## src/rtl/ifp_pkg.sv

```systemverilog
// Package with shared constants and the result type of the frame parser.
package ifp_pkg;

  // Framing constants.
  localparam logic [7:0] SYNC_BYTE   = 8'h55;
  localparam logic [7:0] TYPE_LOW    = 8'h50;
  localparam logic [7:0] TYPE_HIGH   = 8'h59;
  localparam int unsigned FRAME_LEN   = 11;
  localparam int unsigned PAYLOAD_LEN = 8;

  // Byte positions inside a frame.
  localparam logic [3:0] POS_HUNT     = 4'd0;
  localparam logic [3:0] POS_TYPE     = 4'd1;
  localparam logic [3:0] POS_CHECKSUM = 4'(FRAME_LEN - 1);

  // Frame status codes.
  localparam logic STATUS_GOOD = 1'b0;
  localparam logic STATUS_BAD  = 1'b1;

  // One result item.
  typedef struct packed {
    logic        frame_status;
    logic [3:0]  type_index;
    logic [63:0] payload;
    logic        group_boundary;
  } result_t;

endpackage

```

## src/rtl/ifp_deframer.sv

```systemverilog
// Byte-by-byte frame tracking, checksum check and result generation.
module ifp_deframer (
  input  logic                clk,
  input  logic                rst_n,
  input  logic                byte_acc,
  input  logic [7:0]          rx_byte,
  output logic                res_valid,
  output ifp_pkg::result_t    res
);

  logic [3:0]  pos_r, pos_nxt;
  logic [7:0]  sum_r, sum_nxt;
  logic [3:0]  type_r, type_nxt;
  logic [63:0] payload_r, payload_nxt;
  logic [3:0]  prev_r, prev_nxt;
  logic        good;
  logic        type_ok;

  assign type_ok = (rx_byte >= ifp_pkg::TYPE_LOW) && (rx_byte <= ifp_pkg::TYPE_HIGH);
  assign good    = (rx_byte == sum_r);

  // Next-state logic for one accepted byte.
  always_comb begin
    pos_nxt     = pos_r;
    sum_nxt     = sum_r;
    type_nxt    = type_r;
    payload_nxt = payload_r;
    prev_nxt    = prev_r;
    res_valid   = 1'b0;
    res         = '0;
    if (byte_acc) begin
      if (pos_r == ifp_pkg::POS_HUNT || pos_r > ifp_pkg::POS_CHECKSUM) begin
        pos_nxt = ifp_pkg::POS_HUNT;
        if (rx_byte == ifp_pkg::SYNC_BYTE) begin
          sum_nxt     = rx_byte;
          payload_nxt = '0;
          pos_nxt     = ifp_pkg::POS_TYPE;
        end
      end else if (pos_r == ifp_pkg::POS_TYPE) begin
        if (type_ok) begin
          type_nxt = rx_byte[3:0];
          sum_nxt  = sum_r + rx_byte;
          pos_nxt  = pos_r + 4'd1;
        end else begin
          pos_nxt = ifp_pkg::POS_HUNT;
        end
      end else if (pos_r < ifp_pkg::POS_CHECKSUM) begin
        // Payload bytes enter from the top so the first one ends in bits 7:0.
        payload_nxt = {rx_byte, payload_r[63:8]};
        sum_nxt     = sum_r + rx_byte;
        pos_nxt     = pos_r + 4'd1;
      end else begin
        // Checksum byte closes the frame and emits one result item.
        res_valid          = 1'b1;
        res.frame_status   = good ? ifp_pkg::STATUS_GOOD : ifp_pkg::STATUS_BAD;
        res.type_index     = type_r;
        res.payload        = good ? payload_r : 64'd0;
        res.group_boundary = good && (type_r < prev_r);
        if (good) begin
          prev_nxt = type_r;
        end
        pos_nxt = ifp_pkg::POS_HUNT;
      end
    end
  end

  // Frame state registers.
  always_ff @(posedge clk) begin
    if (!rst_n) begin
      pos_r  <= ifp_pkg::POS_HUNT;
      sum_r  <= '0;
      type_r <= '0;
      prev_r <= '0;
    end else begin
      pos_r  <= pos_nxt;
      sum_r  <= sum_nxt;
      type_r <= type_nxt;
      prev_r <= prev_nxt;
    end
  end

  // The payload shifter needs no reset; a sync byte clears it.
  always_ff @(posedge clk) begin
    payload_r <= payload_nxt;
  end

`ifndef SYNTHESIS
  a_pos_range: assert property (@(posedge clk) disable iff (!rst_n)
    pos_r <= ifp_pkg::POS_CHECKSUM)
    else $error("byte position out of range");

  a_res_on_checksum: assert property (@(posedge clk) disable iff (!rst_n)
    res_valid |-> (byte_acc && pos_r == ifp_pkg::POS_CHECKSUM))
    else $error("result raised outside the checksum byte");

  a_prev_update: assert property (@(posedge clk) disable iff (!rst_n)
    (res_valid && res.frame_status == ifp_pkg::STATUS_GOOD) |=> (prev_r == $past(type_r)))
    else $error("previous good type not updated");
`endif

endmodule

```

## src/rtl/ifp_out_stage.sv

```systemverilog
// Result register with a skid entry that takes one more result under stall before full is raised.
module ifp_out_stage (
  input  logic             clk,
  input  logic             rst_n,
  input  logic             res_valid,
  input  ifp_pkg::result_t res,
  output logic             full,
  output logic             out_valid,
  input  logic             out_stall,
  output ifp_pkg::result_t out_res
);

  logic             out_valid_r, out_valid_nxt;
  logic             skid_valid_r, skid_valid_nxt;
  ifp_pkg::result_t out_data_r, out_data_nxt;
  ifp_pkg::result_t skid_data_r, skid_data_nxt;
  logic             pop;

  assign pop       = out_valid_r && !out_stall;
  assign full      = skid_valid_r;
  assign out_valid = out_valid_r;
  assign out_res   = out_data_r;

  // Move items between the skid entry and the output register.
  always_comb begin
    out_valid_nxt  = out_valid_r;
    skid_valid_nxt = skid_valid_r;
    out_data_nxt   = out_data_r;
    skid_data_nxt  = skid_data_r;
    if (skid_valid_r) begin
      if (pop) begin
        out_data_nxt   = skid_data_r;
        skid_valid_nxt = 1'b0;
      end
    end else if (res_valid) begin
      if (!out_valid_r || pop) begin
        out_data_nxt  = res;
        out_valid_nxt = 1'b1;
      end else begin
        skid_data_nxt  = res;
        skid_valid_nxt = 1'b1;
      end
    end else if (pop) begin
      out_valid_nxt = 1'b0;
    end
  end

  // Valid flags reset; data registers do not.
  always_ff @(posedge clk) begin
    if (!rst_n) begin
      out_valid_r  <= 1'b0;
      skid_valid_r <= 1'b0;
    end else begin
      out_valid_r  <= out_valid_nxt;
      skid_valid_r <= skid_valid_nxt;
    end
  end

  always_ff @(posedge clk) begin
    out_data_r  <= out_data_nxt;
    skid_data_r <= skid_data_nxt;
  end

`ifndef SYNTHESIS
  a_skid_behind_out: assert property (@(posedge clk) disable iff (!rst_n)
    skid_valid_r |-> out_valid_r)
    else $error("skid entry holds an item while the output register is empty");

  a_no_push_when_full: assert property (@(posedge clk) disable iff (!rst_n)
    res_valid |-> !skid_valid_r)
    else $error("result pushed into a full output stage");

  a_bad_frame_clean: assert property (@(posedge clk) disable iff (!rst_n)
    (out_valid_r && out_data_r.frame_status == ifp_pkg::STATUS_BAD) |->
      (out_data_r.payload == 64'd0 && !out_data_r.group_boundary))
    else $error("bad frame carries payload or boundary flag");
`endif

endmodule

```

## src/rtl/imu_serial_frame_parser_unit.sv

```systemverilog
// Top level of the serial frame parser.
//
// The input channel takes one received byte per item on in_rx_byte, qualified
// by in_valid and in_stall. Bytes are scanned for 11-byte frames: sync 0x55,
// a type byte 0x50..0x59, eight payload bytes and an additive checksum byte.
// The result channel gives one item per completed frame: out_frame_status,
// out_type_index, out_payload and out_group_boundary.
// Throughput is one byte per cycle while in_stall is low; every byte is
// handled by the frame-state registers in the cycle it is accepted. The result
// of a frame is registered in the output register, or in the skid entry on stall.
// Reset (rst_n low, synchronous) returns the parser to sync hunting, clears
// the last good type and empties the output stage.
// When the receiver stalls, the output register holds its item and a second
// item may be captured in a skid entry; in_stall rises only while that skid
// entry is occupied, and drops the cycle after the receiver takes an item.
module imu_serial_frame_parser_unit (
  input  logic        clk,
  input  logic        rst_n,
  input  logic        in_valid,
  output logic        in_stall,
  input  logic [7:0]  in_rx_byte,
  output logic        out_valid,
  input  logic        out_stall,
  output logic        out_frame_status,
  output logic [3:0]  out_type_index,
  output logic [63:0] out_payload,
  output logic        out_group_boundary
);

  logic             byte_acc;
  logic             res_valid;
  logic             full;
  ifp_pkg::result_t res;
  ifp_pkg::result_t out_res;

  assign in_stall = full;
  assign byte_acc = in_valid && !full;

  ifp_deframer u_deframer (
    .clk       (clk),
    .rst_n     (rst_n),
    .byte_acc  (byte_acc),
    .rx_byte   (in_rx_byte),
    .res_valid (res_valid),
    .res       (res)
  );

  ifp_out_stage u_out_stage (
    .clk       (clk),
    .rst_n     (rst_n),
    .res_valid (res_valid),
    .res       (res),
    .full      (full),
    .out_valid (out_valid),
    .out_stall (out_stall),
    .out_res   (out_res)
  );

  assign out_frame_status   = out_res.frame_status;
  assign out_type_index     = out_res.type_index;
  assign out_payload        = out_res.payload;
  assign out_group_boundary = out_res.group_boundary;

endmodule
```

## config.mk

```make
export PLATFORM = sky130hd
export DESIGN_NAME = imu_serial_frame_parser_unit
export DESIGN_NICKNAME = d
export VERILOG_FILES = /design/src/rtl/ifp_pkg.sv /design/src/rtl/ifp_deframer.sv /design/src/rtl/ifp_out_stage.sv /design/src/rtl/imu_serial_frame_parser_unit.sv
export SDC_FILE = /design/constraint.sdc
export NUM_CORES = 1
export LEC_CHECK = 0
export BUFFER_PORTS_ARGS = -buffer_cell sky130_fd_sc_hd__buf_4
export CORE_MARGIN = 2
export CORE_UTILIZATION = 50
export CTS_BUF_LIST = sky130_fd_sc_hd__clkbuf_16
export CTS_CLUSTER_SIZE = 14
export DETAILED_ROUTE_END_ITERATION = 7
export GPL_TIMING_DRIVEN = 1
export PLACE_DENSITY_LB_ADDON = 0.3
export SLEW_MARGIN = 20
export SYNTH_ARGS = -nofsm -noshare
export SYNTH_HDL_FRONTEND = slang
export SYNTH_SLANG_ARGS = --single-unit
export TNS_END_PERCENT = 30
```

## constraint.sdc

```tcl
create_clock -name clk -period 7.59 [get_ports clk]
set_input_delay 1.8975 -clock clk [delete_from_list [all_inputs] [get_ports clk]]
set_output_delay 1.8975 -clock clk [all_outputs]
set_load 0.005 [all_outputs]
```

**After elaboration in Yosys (flattened, before gate mapping)**

Index checks and enable logic that the tools add are counted.

- Bits in registers: 226
- Word-level logic and storage cells: 92

- $add $sub $neg: 2
- Magnitude comparators: 5
- Equality and inequality tests: 8
- Mux-type cells: 35
- Bitwise logic cells: 5
- Reductions and logical operators: 22

Operators with widths:

| operator | count |
|---|---|
| $mux 70 | 8 |
| $mux 64 | 5 |
| $mux 8 | 5 |
| $mux 4 | 4 |
| $mux 1 | 13 |
| $reduce_and 4->1 | 3 |
| $reduce_and 3->1 | 3 |
| $add 8x8->8 | 1 |
| $eq 8x7->1 const B | 1 |
| $eq 8x8->1 | 1 |
| $ge 8x7->1 const B | 1 |
| $le 8x7->1 const B | 1 |
| $reduce_bool 2->1 | 4 |
| $not 1->1 | 5 |
| $reduce_and 5->1 | 1 |
| $add 4x1->4 const B | 1 |
| $eq 4x1->1 const B | 1 |
| $gt 4x4->1 const B | 1 |
| $logic_and 1x1->1 | 4 |
| $logic_not 4->1 | 1 |
| $lt 4x4->1 | 1 |
| $lt 4x4->1 const B | 1 |
| $ne 2x1->1 const B | 2 |
| $ne 2x2->1 const B | 2 |
| other kinds (4) | 7 |

**Longest topological paths before layout**

- Depth in word-level cells: 9
- Depth in mapped cells: 10
- Gate-level depth less buffers: 9

**By module**

A second synthesis with hierarchy kept.

- Cell total of the unflattened synthesis: 623
- Area total of the unflattened synthesis: 9,661.8 µm²

Modules (own cells, without submodules):

| module | times used | cells each | area each (µm²) | sequential area each (µm²) |
|---|---|---|---|---|
| ifp_out_stage | 1 | 231 | 5,385.2 | 4,244.1 |
| ifp_deframer | 1 | 391 | 4,262.8 | 2,322.2 |
| imu_serial_frame_parser_unit | 1 | 1 | 13.8 | 0.0 |

**Least setup slack after synthesis**

OpenSTA, ideal clock, no wires.

- Path kind: in2reg
- From: input port in_valid
- To: register u_out_stage.out_data_r (netlist bit u_out_stage.out_res[0]), enable pin
- Library setup time: 522 ps
- Arrival: 6,021 ps
- Setup slack: 1,048 ps
- Stages: 5
- Buffers on the path: 1
- Cells stage by stage: nor2b_1 -> and3_1 -> clkbuf_1 -> a21oi_1 -> a21oi_1

- Longest elaborated chain between the ends: 4

RTL lines:

| element | line | text |
|---|---|---|
| from (decl) | imu_serial_frame_parser_unit.sv:19 | `input logic in_valid,` |
| $logic_and 1x1->1 | imu_serial_frame_parser_unit.sv:37 | `assign byte_acc = in_valid && !full;` |
| $mux 1 | ifp_deframer.sv:31 | `if (byte_acc) begin` |
| $reduce_bool 2->1 (no source line) | -- |  |
| $reduce_and 3->1 (no source line) | -- |  |
| to (signal assigned) | ifp_out_stage.sv:60 | `out_data_r <= out_data_nxt;` |
| to (decl) | ifp_out_stage.sv:15 | `ifp_pkg::result_t out_data_r, out_data_nxt;` |

Every way passes these cells.
A chain may end at the register's enable or synchronous reset.

**Worst setup path in the final report**

- From: input port in_rx_byte[7]
- To: register u_deframer.payload_r[30], enable pin

- Longest elaborated chain between the ends: 3

RTL lines:

| element | line | text |
|---|---|---|
| from (decl) | imu_serial_frame_parser_unit.sv:21 | `input logic [7:0] in_rx_byte,` |
| $eq 8x7->1 | ifp_deframer.sv:34 | `if (rx_byte == ifp_pkg::SYNC_BYTE) begin` |
| $ne 2x2->1 (no source line) | -- |  |
| $reduce_and 4->1 (no source line) | -- |  |
| to (signal assigned) | ifp_deframer.sv:84 | `payload_r <= payload_nxt;` |
| to (decl) | ifp_deframer.sv:14 | `logic [63:0] payload_r, payload_nxt;` |

Every way passes these cells.

==> impl_metrics.ini <==
[critical_path]
crit_path_end_kind = register
ff2ff_setup_slack_ns = 3.73
cpLargestDelayFamily = simple AND/OR/NAND/NOR gates
cp.required_ns = 7.74
crit_chain = buf_4 -> nand4bb_1 -> or3_1 -> mux2i_1 -> nand2_1 -> nor2_4 -> buf_4
cpMostUsedCell = buf_4
slowest_stage = nor2_4
path_class = input pin to register
crit_arrival_ns = 4.27
startpoint_type = input pin
crit_buf_inv = 2
max_stage_delay_ns = 0.65
cp_max_fo = 36

[route]
wl_mm = 16.71
routedWlPerCell_um = 17.79
drc_errors = 0
dr.pass1.iters = 5
ant_nets = 0
vias = 4992
drt-initial-drc-count = 418
viasPerCell = 5.316

[grt]
antenna_found_initial = 0
grt_max_degree = 81
grt_pass1_wl_mm = 26.91
grt_pass1_vias = 5209
overflow = 0
grt_use_total_pct = 17.08

[synth]
syn-cell-area_um2 = 9163
synth.area.top_cells = edfxtp_1 (67%), and2_1 (9.0%), a21o_1 (5.9%)
synth_top_area_share_pct = 66.86
synth.net_count = 633
synthFlopType = edfxtp_1
ys_ff_latch = 226
synth_area_per_cell_um2 = 15.12
postSynthCellCount = 606
synth_edf_count = 204
synthArstFlopShare_pct = 0
synth_largest_area_cell = edfxtp_1
ys_types = 48
synth_most_common_cell = edfxtp_1
yosysSeqAreaShare_pct = 71.66
ys_warn_count = 0
yosys-top-cells-count = edfxtp_1 (204), and2_1 (132), a21o_1 (72)

[layout]
fill_cells = 1403
stdcell_count = 939
area_delta_synth_final_pct = 16.89
drive_above_1_share_pct = 18.31
seqCellArea_um2 = 6568
final_nets = 721
diodes = 0
multi_input_area_um2 = 2449
stdcell_area_um2 = 10710
utilization_pct = 59.62

[sta]
timing.final.ws_setup_ns = 3.466
fmax_mhz = 242.5
rsz0062_at_grt = no
period_share_pct = 54.34
skew_ns = 0.01285
slew-limit-headroom_pct = 33.49
timing.final.hold_violations = 0
slew_viol_final = 0
whs_ns = 0.5013
period_needed_ns = 4.124
setup_violations = 0
fin_tns_setup_ns = 0
tightest_slew_ns = 0.9955

[floorplanning]
core-area_um2 = 17960
io_pins = 84
initial_core_util_pct = 51.01
die_h_um = 139.4
dieArea_um2 = 19420
die_x_um = 139.4
rows = 49

[clock_network]
post_cts_buffers = 0
cts_buffer_depth = 3
cts_resized = 0
cts_buffers = 24
ctsRootBufferMaster = clkbuf_16
clk_latency_ns = 0.51
htreeDepth = 1
clock_sinks = 226
clk_pin_slew_ns = 0.06
cts_tree = yes
cts_hold_buf = 0

[power]
power.leakage_nw = 4.747
total_power_mw = 2.471
peakVddDrop_v = 0.0001314
powerDensity_nw_per_um2 = 230.7

[place]
hpwlAfterDp_mm = 10.33
placedCellCount = 897
io_buffers = 83
place_area_um2 = 10010
gp_congestion = 0.8137
dpl_worst_slack_ns = 2.935

[hold_path]
min_path_type = register to register

[status]
status = finished clean

[flow_run]
drv_cap = 0
==> sequential cells by signal, summed over array words and instances (netlist names), 4 cells and up <==
register,cells
u_out_stage.skid_data_r,70
u_deframer.pos_r,4
u_out_stage.out_res,70
u_deframer.sum_r,8
u_deframer.payload_r,64
u_deframer.prev_r,4
u_deframer.type_r,4
==> final timing paths <==
kind / start / endpoint / cells past startpoint
min: u_deframer.sum_r[5] / u_deframer.sum_r[5] / 2
max: in_rx_byte[7] / u_deframer.payload_r[30] / 7
min reg2reg: u_deframer.sum_r[5] / u_deframer.sum_r[5] / 2
max reg2reg: u_deframer.pos_r[0] / u_out_stage.out_res[32] / 9
==> placed cells by master (no fill, tap or decap), types with 2 or more instances in the layout <==
cell type	synthesis	routed
xnor2_1	4	4
clkinv_2	0	4
a21oi_1	11	10
nor2b_1	16	16
xor2_1	2	2
and2_1	132	132
dfxtp_1	22	21
buf_4	0	89
nand3_1	3	3
clkinvlp_4	0	2
nand2_1	10	10
o211a_1	4	4
nor2_4	1	2
o21ai_0	6	6
and3_1	3	2
mux2i_1	15	15
clkinv_1	0	4
ha_1	14	14
nand3b_1	3	3
nor2_1	11	10
edfxtp_1	204	204
a21boi_0	3	3
nor3_1	2	2
clkbuf_16	0	25
a21o_1	72	72
nor3b_1	2	2
nand2b_1	5	5
o21a_1	4	4
inv_1	10	17
==> tightest hold or removal path, stage by stage (launching register included) <==
cell	delay (ns)
dfxtp_1	0.32
nand2b_1	0.06
a21boi_0	0.07
==> cells by family after synthesis <==
family / share of synthesized area, %
DFF: 71.66
and+or+nand+nor: 13.15
muxes: 1.639
xor gates and xnor gates: 0.5735
AOI/OAI and AO/OA: 8.931
adders and majority gates: 2.130
buffers and inverters: 1.912
==> power by group <==
part           internal (mW)  switching [mW]
registers               1.36         0.00590
clock network          0.590           0.452
logic                 0.0271          0.0395
==> metal layers <==
| layer | vias to the layer above | routed length, µm | track usage [%] |
|---|---|---|---|
| met5 | - | 0 | 0 |
| li1 | 2380 | - | - |
| met3 | 28 | 961 | 3.200 |
| met2 | 149 | 8271 | 28.87 |
| met1 | 2435 | 7196 | 22.78 |
| met4 | 0 | 279 | 4.944 |
==> layout make-up <==
class | count | share of cell area (%)
multi-input combinational | 343 | 22.86
timing repair buffer | 89 | 6.238
inverter | 10 | 0.3505
tap | 229 | 2.675
sequential | 226 | 61.32
clock buffer | 25 | 5.841
clock inverter | 17 | 0.7126
Note: power is estimated with default switching activity, not from simulation.
